$ cat config.mk
export PLATFORM = sky130hd
export DESIGN_NAME = sliding_window_rate_meter
export DESIGN_NICKNAME = d
export VERILOG_FILES = /design/src/rtl/swrm_pkg.sv /design/src/rtl/swrm_ram.sv /design/src/rtl/swrm_fifo.sv /design/src/rtl/swrm_front.sv /design/src/rtl/swrm_back.sv /design/src/rtl/sliding_window_rate_meter.sv
export SDC_FILE = /design/constraint.sdc
export NUM_CORES = 2
export LEC_CHECK = 0
export BUFFER_PORTS_ARGS = -buffer_cell sky130_fd_sc_hd__clkbuf_2
export CAP_MARGIN = 40
export CORE_ASPECT_RATIO = 0.5
export CORE_MARGIN = 2
export CORE_UTILIZATION = 60
export CTS_CLUSTER_SIZE = 25
export DETAILED_ROUTE_END_ITERATION = 16
export GPL_ROUTABILITY_DRIVEN = 0
export PLACE_DENSITY = 0.88
export SLEW_MARGIN = 10
export SYNTH_ARGS = -nofsm -noshare
export SYNTH_HDL_FRONTEND = slang
export SYNTH_SLANG_ARGS = --single-unit
export TNS_END_PERCENT = 10
$ cat constraint.sdc
create_clock -name clk_i -period 6.75 [get_ports clk_i]
set_input_delay 0.675 -clock clk_i [delete_from_list [all_inputs] [get_ports clk_i]]
set_output_delay 0.675 -clock clk_i [all_outputs]
set_load 0.03 [all_outputs]
$ cat src/rtl/swrm_pkg.sv
// ----------------------------------------------------------------------------
// swrm_pkg
// Shared types and fixed field widths for the sliding window rate meter.
// ----------------------------------------------------------------------------
package swrm_pkg;

  // Fixed field widths of the stream items and the register
  localparam int unsigned AMOUNT_W    = 32;
  localparam int unsigned RATE_W      = 56;
  localparam int unsigned USED_W      = 5;
  localparam int unsigned WLEN_W      = 5;
  localparam int unsigned FRAC_BITS   = 8;
  localparam int unsigned OUT_TDATA_W = 64;

  // Reset value of the window length register
  localparam logic [WLEN_W-1:0] WLEN_RESET = 5'd16;

  // Depth of the tick queue between front and back
  localparam int unsigned TICK_QUEUE_DEPTH = 2;

  // Item kinds carried in tuser
  localparam logic MODE_ARRIVAL = 1'b0;
  localparam logic MODE_TICK    = 1'b1;

  // Back-end sequencer states
  typedef enum logic [1:0] {
    ST_IDLE,
    ST_UPDATE,
    ST_DIVIDE,
    ST_DONE
  } back_state_e;

endpackage

$ cat src/rtl/swrm_ram.sv
// ----------------------------------------------------------------------------
// swrm_ram
// Generic single-port-write, single-port-read RAM with registered read data.
// ----------------------------------------------------------------------------
module swrm_ram #(
  parameter int unsigned WIDTH = 48,
  parameter int unsigned DEPTH = 16,
  localparam int unsigned AW   = (DEPTH > 1) ? $clog2(DEPTH) : 1
) (
  input  logic             clk_i,
  input  logic             we_i,
  input  logic [AW-1:0]    waddr_i,
  input  logic [WIDTH-1:0] wdata_i,
  input  logic             re_i,
  input  logic [AW-1:0]    raddr_i,
  output logic [WIDTH-1:0] rdata_o
);

  logic [WIDTH-1:0] mem_q [DEPTH];
  logic [WIDTH-1:0] rdata_q;

  // Write port
  always_ff @(posedge clk_i) begin
    if (we_i) begin
      mem_q[waddr_i] <= wdata_i;
    end
  end

  // Registered read port
  always_ff @(posedge clk_i) begin
    if (re_i) begin
      rdata_q <= mem_q[raddr_i];
    end
  end

  assign rdata_o = rdata_q;

endmodule

$ cat src/rtl/swrm_fifo.sv
// ----------------------------------------------------------------------------
// swrm_fifo
// Short register queue that carries closed interval totals from front to back.
// ----------------------------------------------------------------------------
module swrm_fifo #(
  parameter int unsigned WIDTH = 48,
  parameter int unsigned DEPTH = 2,
  localparam int unsigned PW   = (DEPTH > 1) ? $clog2(DEPTH) : 1,
  localparam int unsigned CW   = $clog2(DEPTH + 1)
) (
  input  logic             clk_i,
  input  logic             rst_ni,
  input  logic             push_i,
  input  logic [WIDTH-1:0] push_data_i,
  output logic             full_o,
  input  logic             pop_i,
  output logic [WIDTH-1:0] pop_data_o,
  output logic             empty_o
);

  logic [WIDTH-1:0] entry_q [DEPTH];
  logic [PW-1:0]    wr_ptr_q, wr_ptr_d;
  logic [PW-1:0]    rd_ptr_q, rd_ptr_d;
  logic [CW-1:0]    count_q, count_d;
  logic             do_push, do_pop;

  assign full_o     = (count_q == CW'(DEPTH));
  assign empty_o    = (count_q == '0);
  assign do_push    = push_i && !full_o;
  assign do_pop     = pop_i && !empty_o;
  assign pop_data_o = entry_q[rd_ptr_q];

  // Advance pointers and count
  always_comb begin
    wr_ptr_d = wr_ptr_q;
    rd_ptr_d = rd_ptr_q;
    count_d  = count_q;
    if (do_push) begin
      wr_ptr_d = (wr_ptr_q == PW'(DEPTH - 1)) ? '0 : wr_ptr_q + 1'b1;
    end
    if (do_pop) begin
      rd_ptr_d = (rd_ptr_q == PW'(DEPTH - 1)) ? '0 : rd_ptr_q + 1'b1;
    end
    if (do_push && !do_pop) begin
      count_d = count_q + 1'b1;
    end else if (do_pop && !do_push) begin
      count_d = count_q - 1'b1;
    end
  end

  always_ff @(posedge clk_i or negedge rst_ni) begin
    if (!rst_ni) begin
      wr_ptr_q <= '0;
      rd_ptr_q <= '0;
      count_q  <= '0;
    end else begin
      wr_ptr_q <= wr_ptr_d;
      rd_ptr_q <= rd_ptr_d;
      count_q  <= count_d;
    end
  end

  // Store pushed entries
  always_ff @(posedge clk_i) begin
    if (do_push) begin
      entry_q[wr_ptr_q] <= push_data_i;
    end
  end

endmodule

$ cat src/rtl/swrm_front.sv
// ----------------------------------------------------------------------------
// swrm_front
// Input stage: accumulates arrival amounts and hands closed totals to the queue.
// ----------------------------------------------------------------------------
module swrm_front #(
  parameter int unsigned TOTAL_BITS = 48
) (
  input  logic                          clk_i,
  input  logic                          rst_ni,
  input  logic                          s_axis_tvalid,
  output logic                          s_axis_tready,
  input  logic [swrm_pkg::AMOUNT_W-1:0] s_axis_tdata,   // [31:0] amount
  input  logic                          s_axis_tuser,   // [0] mode
  input  logic                          queue_full_i,
  output logic                          push_o,
  output logic [TOTAL_BITS-1:0]         push_total_o
);

  import swrm_pkg::*;

  localparam int unsigned AW = ((TOTAL_BITS > AMOUNT_W) ? TOTAL_BITS : AMOUNT_W) + 1;

  logic [TOTAL_BITS-1:0] pending_q, pending_d;
  logic [AW-1:0]         wide_sum;
  logic                  saturate;
  logic                  accept;

  assign s_axis_tready = !queue_full_i;
  assign accept        = s_axis_tvalid && s_axis_tready;

  // Saturating add of the arrival amount
  assign wide_sum = AW'(pending_q) + AW'(s_axis_tdata);
  assign saturate = |wide_sum[AW-1:TOTAL_BITS];

  // Classify the item: arrivals accumulate, ticks close the interval
  always_comb begin
    pending_d = pending_q;
    push_o    = 1'b0;
    if (accept) begin
      if (s_axis_tuser == MODE_TICK) begin
        push_o    = 1'b1;
        pending_d = '0;
      end else begin
        pending_d = saturate ? '1 : wide_sum[TOTAL_BITS-1:0];
      end
    end
  end

  assign push_total_o = pending_q;

  always_ff @(posedge clk_i or negedge rst_ni) begin
    if (!rst_ni) begin
      pending_q <= '0;
    end else begin
      pending_q <= pending_d;
    end
  end

endmodule

$ cat src/rtl/swrm_back.sv
// ----------------------------------------------------------------------------
// swrm_back
// Tick engine: updates the interval ring and window sum, then divides the sum
// by the fill count bit-serially and loads the result register.
// ----------------------------------------------------------------------------
module swrm_back #(
  parameter int unsigned WINDOW_MAX = 16,
  parameter int unsigned TOTAL_BITS = 48
) (
  input  logic                                clk_i,
  input  logic                                rst_ni,
  input  logic                                cfg_we_i,
  input  logic [swrm_pkg::WLEN_W-1:0]         cfg_wdata_i,
  input  logic                                queue_empty_i,
  input  logic [TOTAL_BITS-1:0]               queue_data_i,
  output logic                                pop_o,
  output logic                                m_axis_tvalid,
  input  logic                                m_axis_tready,
  output logic [swrm_pkg::OUT_TDATA_W-1:0]    m_axis_tdata   // [55:0] average_rate,
                                                             // [60:56] intervals_used
);

  import swrm_pkg::*;

  localparam int unsigned PW  = (WINDOW_MAX > 1) ? $clog2(WINDOW_MAX) : 1;
  localparam int unsigned CW  = $clog2(WINDOW_MAX + 1);
  localparam int unsigned SW  = TOTAL_BITS + $clog2(WINDOW_MAX);
  localparam int unsigned QW  = SW + FRAC_BITS;
  localparam int unsigned NW  = $clog2(QW + 1);

  back_state_e state_q, state_d;

  logic [WLEN_W-1:0]     wlen_q;
  logic [WINDOW_MAX-1:0] slot_valid_q, slot_valid_d;
  logic [SW-1:0]         sum_q, sum_d;
  logic [PW-1:0]         pos_q, pos_d;
  logic [CW-1:0]         fill_q, fill_d;
  logic [PW-1:0]         slot_q;
  logic [TOTAL_BITS-1:0] total_q;
  logic [QW-1:0]         dvd_q, dvd_d;
  logic [CW-1:0]         rem_q, rem_d;
  logic [NW-1:0]         cnt_q, cnt_d;
  logic                  out_valid_q, out_valid_d;
  logic [RATE_W-1:0]     rate_q;
  logic [USED_W-1:0]     used_q;

  logic [CW-1:0]         len;
  logic [PW-1:0]         slot_sel;
  logic [CW-1:0]         pos_next;
  logic [CW-1:0]         fill_new;
  logic [TOTAL_BITS-1:0] ram_rdata;
  logic [TOTAL_BITS-1:0] old_total;
  logic [SW-1:0]         sum_new;
  logic [CW:0]           rem_ext;
  logic                  rem_ge;
  logic [QW+RATE_W-1:0]  quot_ext;
  logic [CW+USED_W-1:0]  fill_ext;

  logic ram_re, ram_we, out_load, load_div, div_step;

  // Effective window length: zero acts as one, large values clamp
  always_comb begin
    if (wlen_q == '0) begin
      len = CW'(1);
    end else if (32'(wlen_q) > WINDOW_MAX) begin
      len = CW'(WINDOW_MAX);
    end else begin
      len = CW'(wlen_q);
    end
  end

  assign slot_sel  = (CW'(pos_q) >= len) ? '0 : pos_q;
  assign pos_next  = CW'(slot_q) + 1'b1;
  assign fill_new  = (fill_q < len) ? fill_q + 1'b1 : len;
  assign old_total = slot_valid_q[slot_q] ? ram_rdata : '0;
  assign sum_new   = sum_q - SW'(old_total) + SW'(total_q);

  // One restoring division step
  assign rem_ext = {rem_q, dvd_q[QW-1]};
  assign rem_ge  = (rem_ext >= {1'b0, fill_q});

  // Next state
  always_comb begin
    state_d = state_q;
    case (state_q)
      ST_IDLE: begin
        if (!queue_empty_i) begin
          state_d = ST_UPDATE;
        end
      end
      ST_UPDATE: begin
        state_d = ST_DIVIDE;
      end
      ST_DIVIDE: begin
        if (cnt_q == NW'(1)) begin
          state_d = ST_DONE;
        end
      end
      ST_DONE: begin
        if (!out_valid_q || m_axis_tready) begin
          state_d = ST_IDLE;
        end
      end
      default: begin
        state_d = ST_IDLE;
      end
    endcase
  end

  // Sequencer outputs
  always_comb begin
    pop_o    = 1'b0;
    ram_re   = 1'b0;
    ram_we   = 1'b0;
    load_div = 1'b0;
    div_step = 1'b0;
    out_load = 1'b0;
    case (state_q)
      ST_IDLE: begin
        pop_o  = !queue_empty_i;
        ram_re = !queue_empty_i;
      end
      ST_UPDATE: begin
        ram_we   = 1'b1;
        load_div = 1'b1;
      end
      ST_DIVIDE: begin
        div_step = 1'b1;
      end
      ST_DONE: begin
        out_load = !out_valid_q || m_axis_tready;
      end
      default: begin
        pop_o = 1'b0;
      end
    endcase
  end

  // Window state and divider datapath
  always_comb begin
    slot_valid_d = slot_valid_q;
    sum_d        = sum_q;
    pos_d        = pos_q;
    fill_d       = fill_q;
    dvd_d        = dvd_q;
    rem_d        = rem_q;
    cnt_d        = cnt_q;
    if (cfg_we_i) begin
      slot_valid_d = '0;
      sum_d        = '0;
      pos_d        = '0;
      fill_d       = '0;
    end else if (load_div) begin
      slot_valid_d[slot_q] = 1'b1;
      sum_d                = sum_new;
      pos_d                = (pos_next >= len) ? '0 : PW'(pos_next);
      fill_d               = fill_new;
      dvd_d                = {sum_new, {FRAC_BITS{1'b0}}};
      rem_d                = '0;
      cnt_d                = NW'(QW);
    end else if (div_step) begin
      dvd_d = {dvd_q[QW-2:0], rem_ge};
      rem_d = rem_ge ? CW'(rem_ext - {1'b0, fill_q}) : rem_ext[CW-1:0];
      cnt_d = cnt_q - 1'b1;
    end
  end

  assign out_valid_d = out_load || (out_valid_q && !m_axis_tready);

  always_ff @(posedge clk_i or negedge rst_ni) begin
    if (!rst_ni) begin
      state_q      <= ST_IDLE;
      wlen_q       <= WLEN_RESET;
      slot_valid_q <= '0;
      sum_q        <= '0;
      pos_q        <= '0;
      fill_q       <= '0;
      cnt_q        <= '0;
      out_valid_q  <= 1'b0;
    end else begin
      state_q      <= state_d;
      slot_valid_q <= slot_valid_d;
      sum_q        <= sum_d;
      pos_q        <= pos_d;
      fill_q       <= fill_d;
      cnt_q        <= cnt_d;
      out_valid_q  <= out_valid_d;
      if (cfg_we_i) begin
        wlen_q <= cfg_wdata_i;
      end
    end
  end

  // Truncate quotient and fill count to the result field widths
  assign quot_ext = {{RATE_W{1'b0}}, dvd_q};
  assign fill_ext = {{USED_W{1'b0}}, fill_q};

  // Payload registers
  always_ff @(posedge clk_i) begin
    dvd_q <= dvd_d;
    rem_q <= rem_d;
    if (pop_o) begin
      slot_q  <= slot_sel;
      total_q <= queue_data_i;
    end
    if (out_load) begin
      rate_q <= quot_ext[RATE_W-1:0];
      used_q <= fill_ext[USED_W-1:0];
    end
  end

  swrm_ram #(
    .WIDTH (TOTAL_BITS),
    .DEPTH (WINDOW_MAX)
  ) u_ring (
    .clk_i   (clk_i),
    .we_i    (ram_we),
    .waddr_i (slot_q),
    .wdata_i (total_q),
    .re_i    (ram_re),
    .raddr_i (slot_sel),
    .rdata_o (ram_rdata)
  );

  assign m_axis_tvalid = out_valid_q;
  assign m_axis_tdata  = {{(OUT_TDATA_W - RATE_W - USED_W){1'b0}}, used_q, rate_q};

endmodule

$ cat src/rtl/sliding_window_rate_meter.sv
// ----------------------------------------------------------------------------
// sliding_window_rate_meter
// Throughput meter averaging per-interval byte totals over a sliding window.
// ----------------------------------------------------------------------------
//  Channel   Dir  Fields (low bit up)                          Kind
//  s_axis    in   tdata: amount[31:0]; tuser: mode[0]           stream
//  m_axis    out  tdata: average_rate[55:0], intervals_used     stream
//                 [60:56], zero [63:61]
//  cfg       in   cfg_wdata_i: window_length[4:0]               write only
//
//  Arrival items are taken one per cycle while the queue is not full and add
//  into the pending total. A tick is taken and queued (two deep); the back end
//  handles one tick at a time, dividing the window sum by the fill count with a
//  one-bit-per-cycle divider; s_axis stalls only when the queue fills.
//  Reset clears the ring through per-slot valid bits, no clearing pass.
//  A result waits in the output register while the back end starts the next tick.
// ----------------------------------------------------------------------------
module sliding_window_rate_meter #(
  parameter int unsigned WINDOW_MAX = 16,
  parameter int unsigned TOTAL_BITS = 48
) (
  input  logic                             clk_i,
  input  logic                             rst_ni,
  input  logic                             s_axis_tvalid,
  output logic                             s_axis_tready,
  input  logic [swrm_pkg::AMOUNT_W-1:0]    s_axis_tdata,   // [31:0] amount
  input  logic                             s_axis_tuser,   // [0] mode
  output logic                             m_axis_tvalid,
  input  logic                             m_axis_tready,
  output logic [swrm_pkg::OUT_TDATA_W-1:0] m_axis_tdata,   // [55:0] average_rate,
                                                           // [60:56] intervals_used
  input  logic                             cfg_we_i,
  input  logic [swrm_pkg::WLEN_W-1:0]      cfg_wdata_i
);

  import swrm_pkg::*;

  logic                  push, queue_full, queue_empty, pop;
  logic [TOTAL_BITS-1:0] push_total, pop_total;

  // Accept and classify items
  swrm_front #(
    .TOTAL_BITS (TOTAL_BITS)
  ) u_front (
    .clk_i         (clk_i),
    .rst_ni        (rst_ni),
    .s_axis_tvalid (s_axis_tvalid),
    .s_axis_tready (s_axis_tready),
    .s_axis_tdata  (s_axis_tdata),
    .s_axis_tuser  (s_axis_tuser),
    .queue_full_i  (queue_full),
    .push_o        (push),
    .push_total_o  (push_total)
  );

  // Hold closed interval totals
  swrm_fifo #(
    .WIDTH (TOTAL_BITS),
    .DEPTH (TICK_QUEUE_DEPTH)
  ) u_queue (
    .clk_i       (clk_i),
    .rst_ni      (rst_ni),
    .push_i      (push),
    .push_data_i (push_total),
    .full_o      (queue_full),
    .pop_i       (pop),
    .pop_data_o  (pop_total),
    .empty_o     (queue_empty)
  );

  // Update the window and compute the average
  swrm_back #(
    .WINDOW_MAX (WINDOW_MAX),
    .TOTAL_BITS (TOTAL_BITS)
  ) u_back (
    .clk_i         (clk_i),
    .rst_ni        (rst_ni),
    .cfg_we_i      (cfg_we_i),
    .cfg_wdata_i   (cfg_wdata_i),
    .queue_empty_i (queue_empty),
    .queue_data_i  (pop_total),
    .pop_o         (pop),
    .m_axis_tvalid (m_axis_tvalid),
    .m_axis_tready (m_axis_tready),
    .m_axis_tdata  (m_axis_tdata)
  );

endmodule
### Word-level counts from Yosys, hierarchy flattened

Memories as Yosys holds them, arrays and structs flattened. A register that Yosys moved wholly into a read port is not among the register bits.
Index checks and enable logic that the tools add are counted.

* flip-flop bits (word level): 273
* latch bits: 0
* RAM bits: 864
* bits in read-only memories: 0
* input port bits: 43
* output and inout port bits: 66
* word-level logic and storage cells: 115
* memories: 2

Memories
* u_back.u_ring.mem_q: depth 16, bits a word 48, rd ports 1, clocked after memory_dff 1, wr ports 1, RTL line swrm_ram.sv:19 `logic [WIDTH-1:0] mem_q [DEPTH];`
* u_queue.entry_q: depth 2, bits a word 48, rd ports 1, clocked after memory_dff 1, wr ports 1, RTL line swrm_fifo.sv:21 `logic [WIDTH-1:0] entry_q [DEPTH];`

* $add $sub $neg: 11
* multipliers: 0
* divide/modulo/power cells: 0
* $lt $le $gt $ge: 7
* equal/unequal tests: 8
* shifts and indexed selects: 0
* muxes and demuxes: 44
* bitwise gates (word level): 2
* reduce and logical (&&, ||, !) cells: 23

Operators with widths (count)
* two-way mux 48 bit: 3
* two-way mux 60 bit: 2
* two-way mux 52 bit: 2
* adder 52 x 48 -> 52 bit: 1
* subtractor 52 x 48 -> 52 bit: 1
* adder 48 x 32 -> 49 bit: 1
* two-way mux 5 bit: 7
* two-way mux 16 bit: 2
* two-way mux 4 bit: 4
* bitwise OR 16 bit: 1
* two-way mux 1 bit: 14
* two-way mux 6 bit: 2
* two-way mux 2 bit: 5
* case mux 2 bit (4 select lines): 1
* logical AND 1 bit: 7
* == test 2 bit (second input constant): 3
* == test 6 x 1 -> 1 bit (second input constant): 1
* >= comparator 6 x 5 -> 1 bit: 1
* logical NOT 1 bit: 6
* nonzero test 2 bit: 3
* subtractor 6 x 1 -> 6 bit (second input constant): 1
* adder 4 x 1 -> 5 bit (second input constant): 1
* adder 5 x 1 -> 5 bit (second input constant): 1
* >= comparator 4 x 5 -> 1 bit: 1
* other kinds (20): 24

### Longest topological paths before layout

* depth in word-level cells: 9
* depth in mapped cells: 20

### Hierarchy

From an unflattened synthesis, not the netlist that was laid out.

* cell total of the unflattened synthesis: 3528
* area total of the unflattened synthesis: 53994.3 µm²

By module, submodules not included
* swrm_ram: instances 1, cells an instance 1242, area an instance 30175.2 µm², sequential area each 24503.5 µm²
* swrm_back: instances 1, cells an instance 1617, area an instance 16042.9 µm², sequential area each 7623.6 µm²
* swrm_front: instances 1, cells an instance 501, area an instance 4070.2 µm², sequential area each 1201.2 µm²
* swrm_fifo: instances 1, cells an instance 168, area an instance 3706.1 µm², sequential area each 2982.9 µm²

### Worst setup path before layout

Ideal clock, no wire load.

* kind: reg2reg
* start point: reg u_back.slot_q[0]
* end point: reg u_back.dvd_q[56], data pin
* library setup time: 0.257 ns
* arrival: 5.102 ns
* required time: 6.493 ns
* path slack: 1.391 ns
* cell stages (with the launch flop): 21
* cells stage by stage: edfxtp_1 -> clkbuf_1 -> mux4_2 -> mux4_2 -> clkbuf_1 -> clkbuf_1 -> and2_1 -> fa_1 -> inv_1 -> ha_1 -> clkbuf_1 -> nand2_1 -> nor2_1 -> nor4_1 -> o41ai_1 -> a211oi_1 -> a31oi_1 -> a41oi_1 -> or3_1 -> mux2i_1 -> nand2_1

* longest elaborated chain between the ends: 6

RTL lines
* from (decl): RTL line swrm_back.sv:38 `logic [PW-1:0] slot_q;`
* from (signal assigned): RTL line swrm_back.sv:203 `slot_q <= slot_sel;`
* binary-select mux 1 bit (select 4 bit): RTL line swrm_back.sv:75 `assign old_total = slot_valid_q[slot_q] ? ram_rdata : '0;`
* two-way mux 1 bit (not written as such): RTL line swrm_back.sv:75
* two-way mux 48 bit: RTL line swrm_back.sv:75
* subtractor 52 x 48 -> 52 bit: RTL line swrm_back.sv:76 `assign sum_new = sum_q - SW'(old_total) + SW'(total_q);`
* adder 52 x 48 -> 52 bit: RTL line swrm_back.sv:76
* two-way mux 60 bit: RTL line swrm_back.sv:153 `end else if (load_div) begin`
* to (signal assigned): RTL line swrm_back.sv:200 `dvd_q <= dvd_d;`
* to (decl): RTL line swrm_back.sv:40 `logic [QW-1:0] dvd_q, dvd_d;`

Every way passes these cells. The select of a mux whose other input is x is not followed.
A chain may end at the register's enable or synchronous reset.

### Final worst setup path

* start point: reg u_back.slot_q[0]
* end point: reg u_back.dvd_q[54], data pin

Same word-level chain as after synthesis.

==> flow_summary.json <==
{
  "cts_resized": 0,
  "path_cells": "mux4_2 > mux4_2 > and2_1 > fa_1 > inv_1 > ha_1 > a21o_1 > a21o_1 > a21o_1 > a221o_1 > o21ai_0 > a31oi_1 > a21oi_1 > o21bai_1 > xnor2_1 > a21oi_1",
  "viasPerCell": 6.91,
  "worst_pin_slew_ns": 1.02,
  "crit_fanout": 48,
  "path_class": "reg2reg",
  "tritoncts": "done",
  "slew_headroom": 0.317,
  "finClkSkew_ns": 0.0550,
  "ys_seq_area_frac": 0.667,
  "ys_seq_elements": 1233,
  "dieArea_um2": 93300,
  "min-delay-path-class": "in2reg",
  "layout.nets": 4312,
  "period_minus_slack_ns": 6.48,
  "slew_viol_final": 0,
  "cts_buffers": 102,
  "wl_um": 152000,
  "critPathSlowestCell": "mux4_2",
  "ir_drop_mv": 0.310,
  "cts.sinks": 1233,
  "setup_violations": 0,
  "hold_buffers": 1,
  "synth_common_cells": "1090 x edfxtp_1, 402 x a21oi_1, 346 x nand2_1",
  "cp-start-kind": "flip-flop",
  "seq_area_um2": 36300,
  "instances_no_fill": 5395,
  "p_per_area_nw_per_um2": 474,
  "hold_violations": 0,
  "first_pass_iters": 11,
  "clk_path_buf_depth": 3,
  "boundaryPins": 109,
  "dpl.hpwl_um": 85700,
  "die_height_um": 217,
  "grt_util_all_layers": 0.316,
  "clock_latency_ns": 0.72,
  "die_x_um": 430,
  "antenna_found_initial": 8,
  "slowest_delay_ns": 0.85,
  "synth_top_cells_by_area": "edfxtp_1 60%, dfrtp_1 6.5%, mux2_2 4.2%, a21oi_1 3.7%, ha_1 2.6%",
  "grt_pass1_vias": 36824,
  "syn_area_um2": 54500,
  "grt_overflow": 0,
  "synth_top_area_share": 0.601,
  "r2r-end": "u_back.dvd_q[54]",
  "grt_pass1_wl_um": 222000,
  "nFillCells": 5373,
  "htree_levels": 3,
  "synthDominantAreaCellType": "edfxtp_1",
  "syn_inst": 4040,
  "r2r_cells": 16,
  "status": "finished, final reports clean",
  "drt.antenna.violating_nets": 0,
  "rsz0062_at_grt": "no",
  "grt_max_degree": 140,
  "hold_depth": 2,
  "worstPathRequired_ns": 7.16,
  "fin_hold_ws_ns": 0.252,
  "max_freq_ghz": 0.154,
  "synth_edf_count": 1090,
  "synth_top_flop_cell": "edfxtp_1",
  "routed-via-count": 37305,
  "rrSetupSlack_ns": 0.27,
  "drive_gt1_frac": 0.141,
  "multiInputGateArea_um2": 16400,
  "cts_root_buf": "clkbuf_16",
  "leakage_uw": 0.0219,
  "clk_pin_slew_ns": 0.07,
  "start_util": 0.603,
  "drt-initial-drc-count": 7325,
  "synth.distinct_cells": 77,
  "r2r_start": "u_back.slot_q[0]",
  "drv_cap": 0,
  "cts_setup_buffers": 0,
  "min_from": "cfg_wdata_i[2]",
  "synth_area_per_cell_um2": 13.5,
  "synthToLayoutAreaGrowth_pct": 10.6,
  "crit_top_cell": "a21o_1",
  "min_to": "u_back.wlen_q[2]",
  "rows": 78,
  "portBuffers": 105,
  "dp_cells": 5192,
  "fin_crit_sh": 0.959,
  "drc": 0,
  "synth_warnings": 0,
  "synthArstFlopShare": 0.116,
  "core_um2": 90300,
  "end_kind": "flip-flop",
  "finalSetupTns_ns": 0,
  "wl_per_cell_um": 28.1,
  "cp.arrival_ns": 6.89,
  "yosysMostFrequentCell": "edfxtp_1"
}
cell families after synthesis:
logic type | Yosys count | synth area share
compound gates | 952 | 0.115
flops | 1233 | 0.667
xor+xnor | 78 | 0.0125
simple gates | 851 | 0.0715
buf+inv | 490 | 0.0340
fa+ha+maj | 165 | 0.0448
other cells | 1 | 0.0000689
mux | 270 | 0.0555
worst max-delay path, delay by kind of cell, from the launching register on:
kind                     cells  cell delay [ns]
AND/OR/NAND/NOR              1             0.32
AO/OA/AOI/OAI                9             2.57
flip-flops                   1             0.68
adder cells (fa/ha/maj)      2             0.85
buffers and inverters        1             0.04
multiplexers                 2             1.45
XOR/XNOR                     1             0.23
state kept, by name, summed over array words and instances (netlist names), 5 cells and up:
register,count
u_back.cnt_q,6
u_back.dvd_q,60
u_back.fill_q,5
u_back.rate_q,56
u_back.rem_q,5
u_back.slot_valid_q,16
u_back.sum_q,52
u_back.total_q,48
u_back.u_ring.mem_q,768
u_back.u_ring.rdata_o,48
u_back.used_q,5
u_back.wlen_q,5
u_front.push_total_o,48
u_queue.entry_q,96
metrics by stage:
stage | cell area, µm² | util | worst slack (ns) | total power [µW]
2_1_floorplan | 54500 | - | 1.39 | 18400
3_3_place_gp | 56200 | 0.622 | 0.760 | 21100
3_5_place_dp | 56700 | 0.628 | 0.542 | 21700
4_1_cts | 60200 | 0.666 | 0.473 | 28000
5_1_grt | 60200 | 0.667 | 0.0382 | 29600
6_report | 60200 | 0.667 | 0.275 | 28600
cell type report:
cell class | instances | area share
diodes | 3 | 0.000125
clock buffers | 130 | 0.0465
clock inverters | 62 | 0.0108
inverters | 267 | 0.0167
multi-input cells | 2319 | 0.272
flip-flops and latches | 1233 | 0.603
well taps | 1200 | 0.0249
repair buffers | 181 | 0.0258
worst max path at each step:
stage,cells after the start,start,to
final,16,u_back.slot_q[0],u_back.dvd_q[54]
after global routing,16,u_back.slot_q[0],u_back.sum_q[48]
after CTS,16,u_back.slot_q[0],u_back.dvd_q[54]
after detailed placement,16,u_back.slot_q[0],u_back.sum_q[48]
after global placement,16,u_back.slot_q[0],u_back.dvd_q[52]
after floorplan,20,u_back.slot_q[0],u_back.dvd_q[56]
placed cells by master (no fill, tap or decap), types with 10 or more instances in the layout:
cell / n
mux2_2: 202
a31oi_1: 11
o21a_1: 10
clkinv_2: 18
o21bai_1: 12
clkbuf_16: 106
inv_1: 263
nand4_1: 23
nor2b_1: 20
o221ai_1: 48
nor3_1: 28
nand2_1: 344
o31ai_1: 68
nand2b_1: 26
and2_1: 57
clkinv_1: 23
fa_1: 50
edfxtp_1: 1090
ha_1: 114
clkbuf_2: 103
xor2_1: 28
nor2_1: 205
a221oi_1: 96
xnor2_1: 50
buf_16: 17
buf_4: 44
a21oi_1: 402
a21o_1: 56
clkbuf_1: 18
and3_1: 67
bufinv_16: 10
a221o_1: 50
and2_2: 18
a211oi_1: 16
dfrtp_1: 138
o21ai_0: 116
mux2i_1: 62
nand3_1: 24
metal layers:
layer  up-vias  share of wire  track usage  routed length, µm
li1      15155              -            -                  -
met1     17713           0.34        0.407              51700
met2      3687           0.44        0.482              66900
met3       738           0.17        0.122              25800
met4        12          0.048        0.134               7250
met5         -        0.00057            0                 87
power breakdown:
part	switching (µW)	internal, µW
registers	1360	10500
clock network	2830	3350
logic	6940	3610
total	11100	17400
Note: power is estimated with default switching activity, not from simulation.
